[config.mk]
export PLATFORM = sky130hd
export DESIGN_NAME = ssb_cfg
export DESIGN_NICKNAME = d
export VERILOG_FILES = /design/src/hw/rtl/ssb_pkg.sv /design/src/hw/rtl/ssb_cfg.sv
export SDC_FILE = /design/constraint.sdc
export NUM_CORES = 1
export LEC_CHECK = 0
export ABC_AREA = 1
export BUFFER_PORTS_ARGS = -buffer_cell sky130_fd_sc_hd__buf_2
export CAP_MARGIN = 20
export CORE_MARGIN = 2
export CORE_UTILIZATION = 40
export CTS_BUF_LIST = sky130_fd_sc_hd__clkbuf_8
export CTS_CLUSTER_DIAMETER = 40
export DETAILED_ROUTE_END_ITERATION = 12
export PLACE_DENSITY = 0.61
export SYNTH_ARGS = -nofsm -noshare
export SYNTH_HDL_FRONTEND = slang
export SYNTH_SLANG_ARGS = --single-unit
export TNS_END_PERCENT = 30
[constraint.sdc]
create_clock -name clk -period 0.9 [get_ports clk]
set_clock_uncertainty 0.15 [all_clocks]
set_input_delay 0 -clock clk [delete_from_list [all_inputs] [get_ports clk]]
set_output_delay 0 -clock clk [all_outputs]
set_load 0.02 [all_outputs]
[src/hw/rtl/ssb_pkg.sv]
// Types, sizes and codes shared by the sprite blit modules.
package ssb_pkg;

    // Screen and texel store geometry
    localparam int SCREEN_W    = 640;
    localparam int SCREEN_H    = 480;
    localparam int TEXEL_DEPTH = 4096;
    localparam int TEXEL_AW    = $clog2(TEXEL_DEPTH);
    localparam int COL_AW      = $clog2(SCREEN_W);

    // Result queue
    localparam int OQ_DEPTH = 8;
    localparam int OQ_AW    = $clog2(OQ_DEPTH);

    // Stream payload widths
    localparam int IN_DATA_W  = 88;
    localparam int OUT_DATA_W = 56;
    localparam int OUT_PAD_W  = 5;
    localparam int CFG_IDX_W  = 3;

    // Operation codes
    localparam logic [1:0] OP_LOAD_TEXEL = 2'd0;
    localparam logic [1:0] OP_LOAD_DEPTH = 2'd1;
    localparam logic [1:0] OP_DRAW       = 2'd2;

    // Register indexes
    localparam logic [CFG_IDX_W-1:0] REG_START_X       = 3'd0;
    localparam logic [CFG_IDX_W-1:0] REG_START_Y       = 3'd1;
    localparam logic [CFG_IDX_W-1:0] REG_SCALE_X       = 3'd2;
    localparam logic [CFG_IDX_W-1:0] REG_SCALE_Y       = 3'd3;
    localparam logic [CFG_IDX_W-1:0] REG_TEXTURE_WIDTH = 3'd4;
    localparam logic [CFG_IDX_W-1:0] REG_SPRITE_DEPTH  = 3'd5;
    localparam logic [CFG_IDX_W-1:0] REG_KEY_COLOR     = 3'd6;
    localparam logic [CFG_IDX_W-1:0] REG_KEY_ENABLE    = 3'd7;

    typedef struct packed {
        logic [10:0] start_x;
        logic [10:0] start_y;
        logic [31:0] scale_x;
        logic [31:0] scale_y;
        logic [6:0]  texture_width;
        logic [23:0] sprite_depth;
        logic [31:0] key_color;
        logic        key_enable;
    } cfg_t;

    typedef struct packed {
        logic [1:0]  operation;
        logic [11:0] address;
        logic [31:0] texel_value;
        logic [23:0] wall_depth;
        logic [9:0]  offset_x;
        logic [9:0]  offset_y;
    } item_t;

    typedef struct packed {
        logic        write_valid;
        logic [9:0]  pix_x;
        logic [8:0]  pix_y;
        logic [31:0] color;
    } result_t;

endpackage

[src/hw/rtl/ssb_cfg.sv]
// Configuration register file of the sprite blit.
module ssb_cfg (
    input  logic                           clk,
    input  logic                           rst_n,
    input  logic                           cfg_valid,
    output logic                           cfg_ready,
    input  logic [ssb_pkg::CFG_IDX_W-1:0]  cfg_index,
    input  logic [31:0]                    cfg_data,
    output ssb_pkg::cfg_t                  cfg
);

    ssb_pkg::cfg_t cfg_reg;
    ssb_pkg::cfg_t cfg_next;

    assign cfg_ready = 1'b1;

    // Decode the write request into the addressed register
    always_comb
    begin
        cfg_next = cfg_reg;
        if (cfg_valid)
        begin
            unique case (cfg_index)
                ssb_pkg::REG_START_X:       cfg_next.start_x       = cfg_data[10:0];
                ssb_pkg::REG_START_Y:       cfg_next.start_y       = cfg_data[10:0];
                ssb_pkg::REG_SCALE_X:       cfg_next.scale_x       = cfg_data;
                ssb_pkg::REG_SCALE_Y:       cfg_next.scale_y       = cfg_data;
                ssb_pkg::REG_TEXTURE_WIDTH: cfg_next.texture_width = cfg_data[6:0];
                ssb_pkg::REG_SPRITE_DEPTH:  cfg_next.sprite_depth  = cfg_data[23:0];
                ssb_pkg::REG_KEY_COLOR:     cfg_next.key_color     = cfg_data;
                ssb_pkg::REG_KEY_ENABLE:    cfg_next.key_enable    = cfg_data[0];
            endcase
        end
    end

    // Hold register values, load defaults at reset
    always_ff @(posedge clk or negedge rst_n)
    begin
        if (!rst_n)
        begin
            cfg_reg.start_x       <= 11'd0;
            cfg_reg.start_y       <= 11'd0;
            cfg_reg.scale_x       <= 32'h0001_0000;
            cfg_reg.scale_y       <= 32'h0001_0000;
            cfg_reg.texture_width <= 7'd64;
            cfg_reg.sprite_depth  <= 24'd0;
            cfg_reg.key_color     <= 32'd0;
            cfg_reg.key_enable    <= 1'b0;
        end
        else
        begin
            cfg_reg <= cfg_next;
        end
    end

    assign cfg = cfg_reg;

endmodule

=== Yosys cells after proc, flatten, opt, wreduce, memory -nomap -nowiden ===
Cells that the tools add are included.

* Register bits: 150
* Input bits: 38
* Output and inout port bits: 151
* Logic and storage cells: 24

* Equal/unequal tests: 7
* Reductions and logical operators: 9

{| class="wikitable"
|+ Operator list
! kind !! number
|-
| $reduce_and 2->1 || 8
|-
| $eq 3x3->1 const B || 4
|-
| $eq 3x2->1 const B || 2
|-
| $eq 3x1->1 const B || 1
|-
| $logic_not 3->1 || 1
|}

=== Depth between registers and ports, before layout ===
* Word-level depth: 2
* Depth in mapped cells: 7
* Depth with buffers taken out: 5

=== Least setup slack after synthesis ===
No wires, ideal clock.

* Path type: input -> register
* Start: input cfg_valid
* End: register cfg_reg, in the netlist cfg[140]
* Library setup time: 0.117 ns
* Arrival time: 0.698 ns
* Required time: 0.633 ns
* Setup slack: -0.065 ns
* Cell stages on the path: 7
* Buffers on the path: 2
* Path through: inv_1 nor2_1 buf_2 nand2_1 buf_2 nand2_1 nand2_1

* Longest elaborated chain between the ends: 1

{| class="wikitable"
|+ RTL lines
! element !! line !! RTL
|-
| start, declared || ssb_cfg.sv:5 || <nowiki>input logic cfg_valid,</nowiki>
|-
| $reduce_and 2->1 (no source line) || - ||
|-
| end signal, assigned || ssb_cfg.sv:52 || <nowiki>cfg_reg <= cfg_next;</nowiki>
|-
| end, declared || ssb_cfg.sv:12 || <nowiki>ssb_pkg::cfg_t cfg_reg;</nowiki>
|}

Every way passes these cells.
A chain may end at the register's enable or synchronous reset.

=== Worst setup path in the final report ===
* Start: register cfg_reg, in the netlist cfg[63]
* End: output cfg[63] (netlist bit)

{| class="wikitable"
|+ RTL lines
! element !! line !! RTL
|-
| end, declared || ssb_cfg.sv:9 || <nowiki>output ssb_pkg::cfg_t cfg</nowiki>
|}

No word-level cell between the ends.

==> flow_metrics.py <==
metrics = {
    "status": {
        "status": "finished, violations left",
        "failed_checks": "hold timing, setup timing",
    },
    "worst_setup_path": {
        "cp_data_required_time_ns": 0.75,
        "crit_arrival_ns": 1.12,
        "crit_type": "flop to output port",
        "cp_cell_sequence": "buf_6",
        "cp_slowest_cell": "dfstp_2",
        "crit_path_start_kind": "flop",
        "cp_max_fo": 2,
        "critical_path.top_delay_family": "flip-flops",
        "crit_buf_inv": 1,
        "max_stage_delay_ns": 0.56,
        "critPathCaptureType": "output port",
    },
    "routing": {
        "viasPerCell": 4.85,
        "vias": 5413,
        "drt-total-wl_um": 17800,
        "post-route-drc-count": 0,
        "drt_first_pass_iters": 5,
        "wire_per_inst_um": 15.9,
        "drt-initial-drc-count": 409,
        "postRouteAntennaNets": 0,
    },
    "floorplan": {
        "die_w_um": 124,
        "die_y_um": 124,
        "core_um2": 14000,
        "io_pins": 189,
        "rows": 43,
        "start_util_pct": 41.4,
        "die_area_um2": 15500,
    },
    "synthesis": {
        "synth_area_um2": 5790,
        "yosysSeqAreaShare_pct": 64.9,
        "synthDistinctLibCells": 13,
        "synth_top_family_by_area": "simple AND/OR/NAND/NOR gates",
        "synth-compound-area-share_pct": 0.0864,
        "synth_seq_cells": 150,
        "synth_xor_area_share_pct": 0,
        "muxShareOfSynthArea_pct": 0,
        "synthSimpleGateAreaFrac_pct": 31.7,
        "synth_nets": 700,
        "avgSynthCellArea_um2": 8.75,
        "synth_fa_ha_area_share_pct": 0,
        "ys_warn_count": 0,
        "syn-instance-count": 662,
    },
    "global_routing": {
        "grt_max_degree": 37,
        "grt_pass1_vias": 5234,
        "grt_pass1_wl_um": 28200,
        "antenna_found_initial": 0,
        "grt.total_usage_pct": 23.1,
        "grt_overflow": 0,
    },
    "job": {
        "cap_violations": 0,
    },
    "clock_network": {
        "cts_tree": "done",
        "clock_latency_ns": 0.44,
        "cts_root_buf": "clkbuf_8",
        "cts.sinks": 150,
        "clk_pin_slew_ns": 0.08,
        "h-tree-depth": 4,
        "cts_buffer_depth": 2,
        "cts_buffers": 17,
    },
    "finish": {
        "fin_util_pct": 61.6,
        "area_growth_syn_to_layout_pct": 48.7,
        "diodes": 0,
        "final_area_um2": 8610,
        "largest_reg_flops": 150,
        "final_layout_size_suffix_gt1_share_pct": 31.7,
        "finalNetCount": 962,
    },
    "sta": {
        "period_needed_ns": 1.27,
        "fin_crit_sh_pct": 141,
        "holdWs_ns": -0.121,
        "timing_hold_violations_final": 103,
        "rsz0062_at_grt": "true",
        "fin_setup_tns_ns": -37.56,
        "finalMaxSlewViolations": 0,
        "setup_viol": 164,
        "max_freq_mhz": 786,
        "worst_slack_ns": -0.373,
    },
    "power": {
        "p_sw_w": 0.00677,
        "power.leakage_nw": 4.82,
        "vdd_ir_drop_max_mv": 1.16,
        "combPwrFrac_pct": 30.6,
        "powerDensity_nw_per_um2": 2310,
        "power_frac_clock_pct": 24.6,
        "intPower_w": 0.0131,
        "switching_share_pct": 34.1,
        "pwr-share-seq_pct": 44.8,
    },
    "placement": {
        "port_buffers": 187,
        "pre_cts_ws_ns": -0.319,
        "dp_hpwl_um": 12000,
        "globalplace.congestion": 0.819,
        "placed_cell_area_um2": 7210,
    },
    "hold_path": {
        "hp-class": "primary input to asynchronous set/reset pin",
    },
}
metal layers:
layer	global-route usage, %	part of all wire [%]	wire, um	vias up
met5	0	0	0	-
li1	-	-	-	2562
met1	30.7	43	7600	2605
met2	36.8	48	8510	211
met3	6.06	7.1	1260	35
met4	8.53	2.4	420	0
what timing repair did:
action / CTS / global route
setup buffers: 14 / 7
gates resized for setup: 117 / 56
endpoints found under the setup margin: 150 / 200
endpoints found under the hold margin: 300 / 58
hold buffers: 35 / 1
pin swaps: 2 / 5
final cells by class:
| class | instances | area [um^2] |
|---|---|---|
| clock buffers | 21 | 289 |
| clock inverters | 11 | 83.8 |
| fillers | 1216 | 5380 |
| inverters | 6 | 22.5 |
| multi-input cells | 470 | 1900 |
| flip-flops and latches | 150 | 3760 |
| well taps | 180 | 225 |
| repair buffers | 279 | 2330 |
cells by family after synthesis:
group | after synthesis
compound gates | 1
flops | 150
simple gates | 468
buf+inv | 42
other cells | 1
worst register-to-register path, delay by kind of cell (launching register included):
family | cells | cell delay (ns)
flip-flops | 1 | 0.55
buffers and inverters | 1 | 0.10
AND/OR/NAND/NOR | 2 | 0.11
synth_stat cells (all sizes together):
cell type | instances | area (um^2)
nand2 | 399 | 1500
dfrtp | 147 | 3680
nand3 | 62 | 310
buf | 22 | 113
clkbuf | 14 | 52.6
nor2 | 7 | 28.8
inv | 6 | 22.5
dfstp | 3 | 78.8
conb | 1 | 3.75
o21ai | 1 | 5.00
final timing paths:
path	startpoint	end	slack, ns	cells past startpoint
max in group asynchronous	rst_n	cfg[80]$_DFFE_PN1P_	0.21	3
min in group clk	cfg_index[2]	cfg[109]$_DFFE_PN0P_	-0.12	5
hold reg to reg	cfg[138]$_DFFE_PN0P_	cfg[138]$_DFFE_PN0P_	0.32	2
setup reg to reg	cfg[112]$_DFFE_PN1P_	cfg[112]$_DFFE_PN1P_	-0.06	3
hold / removal	rst_n	cfg[1]$_DFFE_PN0P_	-0.12	2
setup / recovery	cfg[63]$_DFFE_PN1P_	cfg[63]	-0.37	1
stage by stage:
| stage | total power [W] | std cells |
|---|---|---|
| final | 0.0199 | 1117 |
| after global routing | 0.0209 | 1117 |
| after CTS | 0.0196 | 1111 |
| after detailed placement | 0.0138 | 1030 |
| after global placement | 0.0137 | 1030 |
| after floorplan | 0.0115 | 662 |
power groups by stage:
stage	Combinational (W)	Clock [W]	Sequential (W)
floorplan	0.00116	0	0.0104
global placement	0.00484	0	0.00882
detailed placement	0.00493	0	0.00885
CTS	0.00580	0.00497	0.00885
global route	0.00654	0.00528	0.00907
finish	0.00608	0.00489	0.00892
layout by cell type (no fill, tap or decap), types with 4 or more instances in the layout:
master and n:
buf_12 9, buf_2 108, buf_4 46, buf_6 82, clkbuf_8 21, clkinv_2 4
dfrtp_1 147, dlygate4sd3_1 34, inv_1 7, nand2_1 386, nand2_2 13, nand3_1 62
Power figures use the tool's default switching activity.
