File: src/hw/rtl/ssb_pkg.sv
// Types, sizes and codes shared by the sprite blit modules.
package ssb_pkg;

    // Screen and texel store geometry
    localparam int SCREEN_W    = 640;
    localparam int SCREEN_H    = 480;
    localparam int TEXEL_DEPTH = 4096;
    localparam int TEXEL_AW    = $clog2(TEXEL_DEPTH);
    localparam int COL_AW      = $clog2(SCREEN_W);

    // Result queue
    localparam int OQ_DEPTH = 8;
    localparam int OQ_AW    = $clog2(OQ_DEPTH);

    // Stream payload widths
    localparam int IN_DATA_W  = 88;
    localparam int OUT_DATA_W = 56;
    localparam int OUT_PAD_W  = 5;
    localparam int CFG_IDX_W  = 3;

    // Operation codes
    localparam logic [1:0] OP_LOAD_TEXEL = 2'd0;
    localparam logic [1:0] OP_LOAD_DEPTH = 2'd1;
    localparam logic [1:0] OP_DRAW       = 2'd2;

    // Register indexes
    localparam logic [CFG_IDX_W-1:0] REG_START_X       = 3'd0;
    localparam logic [CFG_IDX_W-1:0] REG_START_Y       = 3'd1;
    localparam logic [CFG_IDX_W-1:0] REG_SCALE_X       = 3'd2;
    localparam logic [CFG_IDX_W-1:0] REG_SCALE_Y       = 3'd3;
    localparam logic [CFG_IDX_W-1:0] REG_TEXTURE_WIDTH = 3'd4;
    localparam logic [CFG_IDX_W-1:0] REG_SPRITE_DEPTH  = 3'd5;
    localparam logic [CFG_IDX_W-1:0] REG_KEY_COLOR     = 3'd6;
    localparam logic [CFG_IDX_W-1:0] REG_KEY_ENABLE    = 3'd7;

    typedef struct packed {
        logic [10:0] start_x;
        logic [10:0] start_y;
        logic [31:0] scale_x;
        logic [31:0] scale_y;
        logic [6:0]  texture_width;
        logic [23:0] sprite_depth;
        logic [31:0] key_color;
        logic        key_enable;
    } cfg_t;

    typedef struct packed {
        logic [1:0]  operation;
        logic [11:0] address;
        logic [31:0] texel_value;
        logic [23:0] wall_depth;
        logic [9:0]  offset_x;
        logic [9:0]  offset_y;
    } item_t;

    typedef struct packed {
        logic        write_valid;
        logic [9:0]  pix_x;
        logic [8:0]  pix_y;
        logic [31:0] color;
    } result_t;

endpackage

File: src/hw/rtl/ssb_outq.sv
// Result queue with credit count that throttles the input side.
module ssb_outq (
    input  logic                               clk,
    input  logic                               rst_n,
    input  logic                               reserve,
    input  logic                               push,
    input  ssb_pkg::result_t                   push_data,
    output logic                               space,
    output logic                               m_axis_tvalid,
    input  logic                               m_axis_tready,
    output logic [ssb_pkg::OUT_DATA_W-1:0]     m_axis_tdata,
    output logic                               m_axis_tuser
);

    ssb_pkg::result_t          q_reg [ssb_pkg::OQ_DEPTH];
    logic [ssb_pkg::OQ_AW-1:0] wr_ptr_reg;
    logic [ssb_pkg::OQ_AW-1:0] rd_ptr_reg;
    logic [ssb_pkg::OQ_AW:0]   fill_reg;
    logic [ssb_pkg::OQ_AW:0]   fill_next;
    logic [ssb_pkg::OQ_AW:0]   credit_reg;
    logic [ssb_pkg::OQ_AW:0]   credit_next;
    logic                      pop;
    ssb_pkg::result_t          head;

    assign pop         = m_axis_tvalid && m_axis_tready;
    assign fill_next   = fill_reg + (ssb_pkg::OQ_AW+1)'(push) - (ssb_pkg::OQ_AW+1)'(pop);
    assign credit_next = credit_reg + (ssb_pkg::OQ_AW+1)'(reserve)
                       - (ssb_pkg::OQ_AW+1)'(pop);

    // Allow a new request only while a queue slot is still unclaimed
    assign space = credit_reg < (ssb_pkg::OQ_AW+1)'(ssb_pkg::OQ_DEPTH);

    // Present the head entry
    assign head          = q_reg[rd_ptr_reg];
    assign m_axis_tvalid = fill_reg != '0;
    assign m_axis_tdata  = {{ssb_pkg::OUT_PAD_W{1'b0}}, head.color, head.pix_y,
                            head.pix_x};
    assign m_axis_tuser  = head.write_valid;

    // Track pointers, fill level and claimed slots
    always_ff @(posedge clk or negedge rst_n)
    begin
        if (!rst_n)
        begin
            wr_ptr_reg <= '0;
            rd_ptr_reg <= '0;
            fill_reg   <= '0;
            credit_reg <= '0;
        end
        else
        begin
            if (push)
            begin
                wr_ptr_reg <= wr_ptr_reg + 1'b1;
            end
            if (pop)
            begin
                rd_ptr_reg <= rd_ptr_reg + 1'b1;
            end
            fill_reg   <= fill_next;
            credit_reg <= credit_next;
        end
    end

    // Store results
    always_ff @(posedge clk)
    begin
        if (push)
        begin
            q_reg[wr_ptr_reg] <= push_data;
        end
    end

endmodule

File: config.mk
export PLATFORM = sky130hd
export DESIGN_NAME = ssb_outq
export DESIGN_NICKNAME = d
export VERILOG_FILES = /design/src/hw/rtl/ssb_pkg.sv /design/src/hw/rtl/ssb_outq.sv
export SDC_FILE = /design/constraint.sdc
export NUM_CORES = 1
export LEC_CHECK = 0
export ABC_AREA = 1
export ABC_CLOCK_PERIOD_IN_PS = 3700
export BUFFER_PORTS_ARGS = -buffer_cell sky130_fd_sc_hd__buf_2
export CORE_UTILIZATION = 30
export DETAILED_ROUTE_END_ITERATION = 6
export GPL_TIMING_DRIVEN = 0
export PLACE_DENSITY = 0.46
export SETUP_SLACK_MARGIN = 0.5
export SLEW_MARGIN = 30
export SYNTH_ARGS = -nofsm -noshare
export SYNTH_HDL_FRONTEND = slang
export SYNTH_SLANG_ARGS = --single-unit
File: constraint.sdc
create_clock -name clk -period 3.7 [get_ports clk]
set_input_delay 0.74 -clock clk [delete_from_list [all_inputs] [get_ports clk]]
set_output_delay 0.74 -clock clk [all_outputs]
set_load 0.02 [all_outputs]
## Word level (Yosys, flattened, before mapping)

Memories as Yosys holds them, arrays and structs flattened.
Cells that the tools add are included.

| storage, ports and cells | value |
|---|---|
| register bits after elaboration | 14 |
| latch bits | 0 |
| bits in writable memories | 416 |
| ROM bits | 0 |
| input bits | 57 |
| output and inout bits | 59 |
| memories | 1 |

Memory list:

| name | words | bits a word | read ports | clocked after memory_dff | write ports | RTL line | RTL |
|---|---|---|---|---|---|---|---|
| q_reg | 8 | 52 | 1 | 0 | 1 | ssb_outq.sv:15 | `ssb_pkg::result_t q_reg [ssb_pkg::OQ_DEPTH];` |

| operators by class | value |
|---|---|
| $add $sub $neg | 6 |
| multiply operators | 0 |
| div/mod/pow operators | 0 |
| $lt $le $gt $ge | 1 |
| eq/ne operators | 0 |
| shifts and indexed selects | 0 |
| mux-type cells | 2 |
| bitwise gates (word level) | 0 |
| reductions and logical operators | 2 |

Operator list:

| kind | number |
|---|---|
| 4-bit by 1-bit adder with 4-bit output | 2 |
| 4-bit by 1-bit subtractor with 4-bit output | 2 |
| 3-bit by 1-bit adder with 3-bit output (second input constant) | 2 |
| 4-bit less-than comparator (second input constant) | 1 |
| 4-bit nonzero test | 1 |
| 1-bit two-way mux | 2 |
| 1-bit logical AND | 1 |

## Logic depth before layout (Yosys ltp)

Gate-level depths: netlist (run 1).

| logic depth | value |
|---|---|
| depth after elaboration | 3 |
| depth in mapped cells | 10 |

## Worst setup path before layout (run 1)

No wires, ideal clock.

| timing | value |
|---|---|
| path type | input to register |
| from | in push |
| to | mem q_reg[0][0] (netlist bit) (enable) |
| setup time | 0.462 ns |
| data arrival time | 3.207 ns |
| path slack | 0.031 ns |
| stages on the path | 3 |
| buffers on the path | 0 |
| cells stage by stage | inv_2 -> or2_1 -> nor2_1 |

| between the ends | value |
|---|---|
| longest elaborated chain between the ends | 2 |

Ends and longest elaborated chain:

| element | RTL line | RTL |
|---|---|---|
| from (decl) | ssb_outq.sv:6 | `input logic push,` |
| 1-bit two-way mux | ssb_outq.sv:68 | `if (push)` |
| 1-bit two-way mux (implied by the code) | ssb_outq.sv:70 | `q_reg[wr_ptr_reg] <= push_data;` |
| to (decl) | ssb_outq.sv:15 |  |

No other way between the ends.

## Worst setup path in the final report (run 1)

| timing | value |
|---|---|
| from | reg rd_ptr_reg[2] (netlist bit) |
| to | out m_axis_tdata[32] (netlist bit) |

| between the ends | value |
|---|---|
| longest elaborated chain between the ends | 1 |

Ends and longest elaborated chain:

| element | RTL line | RTL |
|---|---|---|
| from (decl) | ssb_outq.sv:17 | `logic [ssb_pkg::OQ_AW-1:0] rd_ptr_reg;` |
| from (signal assigned) | ssb_outq.sv:58 | `rd_ptr_reg <= rd_ptr_reg + 1'b1;` |
| memory read 8 x 52 bit | n/a |  |
| to (decl) | ssb_outq.sv:11 | `output logic [ssb_pkg::OUT_DATA_W-1:0] m_axis_tdata,` |

No other way between the ends.

==> impl_metrics.csv, run 1 <==
group,metric,value,unit
timing,max_slew_margin,0.563,
timing,rsz0062_at_grt,"true",
drt,ant_nets,0,
global_routing,grt_max_degree,19,
setup_path,cp.required,2.96,ns
die,start_util,0.305,
setup_path,critPathMaxStageDelay,0.40,ns
finish,largest_reg_flops,416,
drt,post_drt_via_cell_ratio,4.19,
power,p_int,10700,uW
drt,wl,50000,um
power,power_frac_comb,0.400,
synthesis,synth_top_area_cell,"edfxtp_1",
die,design.core.area,0.0621,mm^2
clock_network,numClockSinks,430,
synthesis,async_flop_share,0.0326,
drt,wl_per_cell,16.9,um
finish,final_cell_mix,"693 x nand2_1, 416 x edfxtp_1, 330 x inv_1",
die,fp.dieH,253,um
setup_path,critPathLaunchType,"register",
power,pwr-share-clk,0.256,
clock_network,cts-buffers-inserted,50,
setup_path,cp_cell_sequence,"buf_2, inv_1, clkbuf_2, nand2_1, nand2_1, buf_2",
timing,fmax,0.325,GHz
die,rows,91,
finish,fin_cells,2954,
synthesis,synth_cell_type_count,23,
setup_path,crit_buf_inv,4,
timing,fin_crit,3.08,ns
timing,hold_viol,0,
synthesis,synth_top_area_frac,0.659,
die,dieArea,0.0642,mm^2
synthesis,synth_area_per_cell,10.0,um^2
drt,vias,12382,
timing,clock-skew-final,0.0102,ns
clock_network,clock_latency,0.59,ns
finish,fillCellCount,6079,
placed_design,gp_congestion,0.729,
setup_path,arrival,2.34,ns
synthesis,synthTopCellsByArea,"edfxtp_1 66%, nand2_1 14%, inv_1 6.5%",
clock_network,htree_levels,2,
power,seq_power_share,0.344,
power,swShare,0.392,
setup_path,worstSetupEndpointType,"primary output",
global_routing,grt_usage,0.159,
synthesis,ys_ff_latch,430,
finish,drive_above_1_share,0.183,
synthesis,synth_warnings,0,
clock_network,hold_buffers,0,
power,leakagePower,0.0104,uW
setup_path,crit_slowest_cell,"clkbuf_2",
finish,syn2layout_area_growth,20.6,%
clock_network,post_cts_buffers,0,
global_routing,grt_antenna_before_repair,5,
synthesis,ys_dominant_reg_cell,"edfxtp_1",
global_routing,grt_pass1_wl,75000,um
placed_design,dp.cells,2865,
drt,firstDrtPassIters,5,
synthesis,syn_inst,1890,
timing,slew_violations,0,
die,die_w,253,um
clock_network,clk_pin_slew_worst_paths,0.05,ns
timing,setup_violations,0,
synthesis,ys_seq_area_frac,0.678,
global_routing,grt_pass1_vias,12193,
run_status,run_status,"completed",
timing,fin_crit_sh,0.833,
clock_network,cts-root-buf,"clkbuf_16",
finish,final_common_cell,"nand2_1",
drt,drt_iter0_drc,712,
power,power_density,772,mW/mm^2
placed_design,hpwlAfterDp,32800,um
finish,fin_util,0.368,
power,p_sw,6920,uW
clock_network,clockBufferDepth,3,
clock_network,cts_tree,"yes",
finish,regArea,0.0128,mm^2
finish,fin_nets,2148,
global_routing,grt_overflow,0,
setup_path,critPathTopFamily,"buffers and inverters",
timing,tightest_slew,0.654,ns
synthesis,synth-edff-count,416,
synthesis,syn_area,0.0189,mm^2
hold_path,worst_hold_path_type,"primary input to async pin",
setup_path,crit_type,"register to primary output",
flow_run,drv_cap,0,
power,peakVddDrop,0.368,mV
drt,drc,0,
setup_path,critPathMaxFanout,10,
die,io_pins,116,
finish,multi_input_area,0.00404,mm^2
placed_design,portBuffers,110,
metrics by stage:
| stage | setup slack (ns) | hold slack [ns] | instance area (um^2) | setup TNS (ns) | total power, uW |
|---|---|---|---|---|---|
| global placement | -2.77 | 0.519 | 20600 | -699.67 | 13000 |
| global route | 0.495 | 0.0465 | 22800 | 0 | 18800 |
| CTS | 0.470 | 0.0251 | 22800 | 0 | 17900 |
| finish | 0.619 | 0.0507 | 22900 | 0 | 17600 |
| detailed placement | 0.937 | 0.534 | 21300 | 0 | 13300 |
| floorplan | 0.0313 | 0.444 | 19000 | 0 | 10500 |
power groups by stage:
stage / clock network, uW / registers, uW / logic [uW]
finish: 4510 / 6080 / 7060
CTS: 4640 / 6080 / 7190
detailed placement: 0 / 6180 / 7110
global route: 4810 / 6120 / 7850
floorplan: 0 / 6180 / 4290
global placement: 0 / 6240 / 6790
worst paths after layout:
| check | from | end | slack, ns | depth (start not counted) |
|---|---|---|---|---|
| setup / recovery | rd_ptr_reg[2]$_DFFE_PN0P_ | m_axis_tdata[32] | 0.62 | 6 |
| hold / removal | rst_n | credit_reg[3]$_DFF_PN0_ | 0.05 | 1 |
| setup reg to reg | wr_ptr_reg[0]$_DFFE_PN0P_ | q_reg[4][30]$_DFFE_PP_ | 1.62 | 4 |
| hold reg to reg | wr_ptr_reg[0]$_DFFE_PN0P_ | wr_ptr_reg[0]$_DFFE_PN0P_ | 0.54 | 2 |
| max in group asynchronous | rst_n | rd_ptr_reg[0]$_DFFE_PN0P_ | 3.38 | 1 |
| min in group clk | reserve | credit_reg[0]$_DFF_PN0_ | 0.38 | 2 |
area by class of cell:
| class | instances | share of cell area |
|---|---|---|
| well taps | 837 | 0.0458 |
| flip-flops and latches | 430 | 0.562 |
| plain buffers | 85 | 0.0267 |
| repair buffers | 134 | 0.0530 |
| multi-input cells | 945 | 0.177 |
| inverters | 434 | 0.0713 |
| diodes | 2 | 0.000219 |
| clock buffers | 68 | 0.0605 |
| clock inverters | 19 | 0.00378 |
metal layers:
layer  vias up  wire (um)  track usage
met3        93       2280       0.0273
met2       231      24000        0.265
li1       6249          -            -
met1      5801      22500        0.208
met5         -         51            0
met4         8       1180       0.0516
logic make-up (layout without fill, tap and decap cells):
group / Yosys count / count (layout) / share of synthesized area
xor gates and xnor gates: 8 / 8 / 0.00370
buffers and inverters: 519 / 740 / 0.113
adders and majority gates: 11 / 11 / 0.00806
DFF: 430 / 430 / 0.678
AOI/OAI and AO/OA: 5 / 5 / 0.00132
and+or+nand+nor: 916 / 916 / 0.196
other: 1 / 7 / 0.000198
what timing repair did:
action,in CTS,in global routing
resized for setup,25,18
setup endpoints to repair,52,38
cloned,0,0
cells in the mapped netlist, types with 7 or more instances:
| master | n |
|---|---|
| nand2_1 | 693 |
| inv_1 | 330 |
| buf_1 | 7 |
| nor2_1 | 8 |
| nand3_1 | 213 |
| buf_6 | 12 |
| ha_1 | 9 |
| edfxtp_1 | 416 |
| buf_2 | 41 |
| inv_2 | 103 |
| clkbuf_1 | 11 |
| buf_4 | 14 |
| dfrtp_1 | 14 |
(Power assumes the default switching activity.)
==> inputs of run 2 (changes only) <==
- ABC_CLOCK_PERIOD_IN_PS: 3700 -> 3050
- clock period: 3.7 -> 3.05 ns (I/O delays scaled with it)
==> run 2 against run 1 <==
Against the previous run: sequential share of layout area decreased by 2.9 points; non-clock buffer count increased by 13; clock-buffer cell count down 4; sequential power is 21% higher; routed wire length rose by 1.3%; global-route usage is 0.13 points lower; critical path depth rose by 4; highest routed layer unchanged.
==> impl_metrics.csv, run 2 (synthesis results as in run 1) <==
group,metric,value,unit
setup_path,path_common_cell,"nand2_1",
global_routing,grt_overflow,0,
setup_path,worstSetupEndpointType,"primary output",
flow_run,drv_cap,0,
clock_network,clk_pin_slew_worst_paths,0.06,ns
drt,wl_per_cell,17.1,um
drt,post_drt_via_cell_ratio,4.23,
drt,ant_nets,0,
finish,largest_reg_flops,416,
setup_path,cp.required,2.44,ns
die,io_pins,116,
timing,fin_crit,2.78,ns
global_routing,grt_antenna_before_repair,7,
die,fp.dieH,253,um
finish,fillCellCount,6030,
timing,fin_crit_sh,0.910,
hold_path,worst_hold_path_type,"primary input to register",
hold_path,hold_start,"reserve",
drt,drt_iter0_drc,849,
setup_path,cp_cell_sequence,"inv_4, buf_12, buf_16, buf_12, nand2_1, nand3_1, nand2_1, nand2_1, nand2_1, buf_4",
clock_network,numClockSinks,430,
placed_design,dp.cells,2866,
finish,syn2layout_area_growth,27.1,%
timing,fmax,0.360,GHz
die,rows,91,
setup_path,crit_slowest_cell,"dfrtp_2",
drt,firstDrtPassIters,5,
finish,fin_cells,2968,
power,power_density,979,mW/mm^2
die,design.core.area,0.0621,mm^2
placed_design,hpwlAfterDp,33100,um
finish,drive_above_1_share,0.235,
setup_path,r2r_setup_slack,0.99,ns
timing,clock-skew-final,0.0260,ns
timing,setup_violations,0,
die,die_w,253,um
setup_path,r2r_end,"q_reg[0][23]$_DFFE_PP_",
setup_path,critPathLaunchType,"register",
setup_path,cp_num_cells,10,
clock_network,cts-root-buf,"clkbuf_16",
clock_network,clockBufferDepth,3,
setup_path,arrival,2.17,ns
setup_path,rr_startpoint,"wr_ptr_reg[0]$_DFFE_PN0P_",
run_status,run_status,"completed",
die,start_util,0.305,
finish,final_cell_mix,"625 x nand2_1, 416 x edfxtp_1, 329 x inv_1",
placed_design,portBuffers,110,
clock_network,clock_latency,0.59,ns
finish,fin_nets,2160,
hold_path,holdPathEnd,"credit_reg[0]$_DFF_PN0_",
global_routing,grt_max_degree,18,
global_routing,grt_pass1_wl,74600,um
clock_network,htree_levels,2,
timing,hold_viol,0,
placed_design,gp_congestion,0.743,
timing,rsz0062_at_grt,"true",
power,leakagePower,0.0109,uW
setup_path,critPathMaxFanout,7,
finish,fin_util,0.388,
clock_network,cts_tree,"yes",
drt,drc,0,
die,dieArea,0.0642,mm^2
timing,slew_violations,0,
setup_path,critPathTopFamily,"buffers and inverters",
timing,tightest_slew,0.623,ns
global_routing,grt_usage,0.157,
setup_path,crit_buf_inv,5,
setup_path,rr_worst_depth,4,
setup_path,critPathMaxStageDelay,0.48,ns
timing,max_slew_margin,0.584,
clock_network,cts-buffers-inserted,49,
power,peakVddDrop,0.470,mV
finish,final_common_cell,"nand2_1",
drt,vias,12546,
drt,wl,50700,um
hold_path,hold_depth,2,
setup_path,crit_type,"register to primary output",
global_routing,grt_pass1_vias,12094,
## run 2: cell type report
| class | count | area [um^2] | share of cell area |
|---|---|---|---|
| inverter | 434 | 1640 | 0.0681 |
| multi-input combinational | 945 | 4360 | 0.181 |
| tap | 837 | 1050 | 0.0435 |
| clock inverter | 24 | 234 | 0.00972 |
| clock buffer | 64 | 1330 | 0.0550 |
| timing repair buffer | 147 | 1660 | 0.0689 |
| sequential | 430 | 12800 | 0.533 |
| antenna | 2 | 5.00 | 0.000208 |
| buffer | 85 | 963 | 0.0400 |
## run 2: where the power goes
part,internal [uW],switching [uW]
Combinational,4060,6350
Clock,3400,2380
Sequential,7190,192
## run 2: per-layer routing
layer  track usage  vias up  share of wire
met5             0        -        0.00091
met4        0.0414        8          0.019
met3        0.0301       71          0.046
met2         0.261      253           0.48
met1         0.209     5932           0.46
li1              -     6282              -
## run 2: how the worst max path moves through the flow
stage | startpoint | end
after floorplan | push | q_reg[5][0]$_DFFE_PP_
after global placement | push | q_reg[1][29]$_DFFE_PP_
after detailed placement | rd_ptr_reg[2]$_DFFE_PN0P_ | m_axis_tdata[0]
after CTS | rd_ptr_reg[0]$_DFFE_PN0P_ | m_axis_tuser
after global routing | rd_ptr_reg[0]$_DFFE_PN0P_ | m_axis_tdata[29]
final | rd_ptr_reg[0]$_DFFE_PN0P_ | m_axis_tdata[29]
## run 2: per-stage QoR
step | TNS [ns] | setup WS, ns | area [um^2] | total power, uW | hold slack, ns
final | 0 | 0.274 | 24100 | 23600 | 0.248
after global routing | 0 | 0.174 | 24100 | 24900 | 0.238
after CTS | 0 | 0.265 | 23400 | 22800 | 0.215
after detailed placement | 0 | 0.391 | 21300 | 16100 | 0.527
after global placement | -844.84 | -3.09 | 20600 | 15700 | 0.515
after floorplan | -64.38 | -0.313 | 19000 | 12700 | 0.314
## run 2: repair_timing
item / in CTS / in global routing
endpoints found under the setup margin: 52 / 52
buffers inserted: 2 / 1
pin swaps: 0 / 33
hold buffers: 1 / 0
endpoints found under the hold margin: 14 / 0
gates cloned: 2 / 6
gates resized for setup: 151 / 152
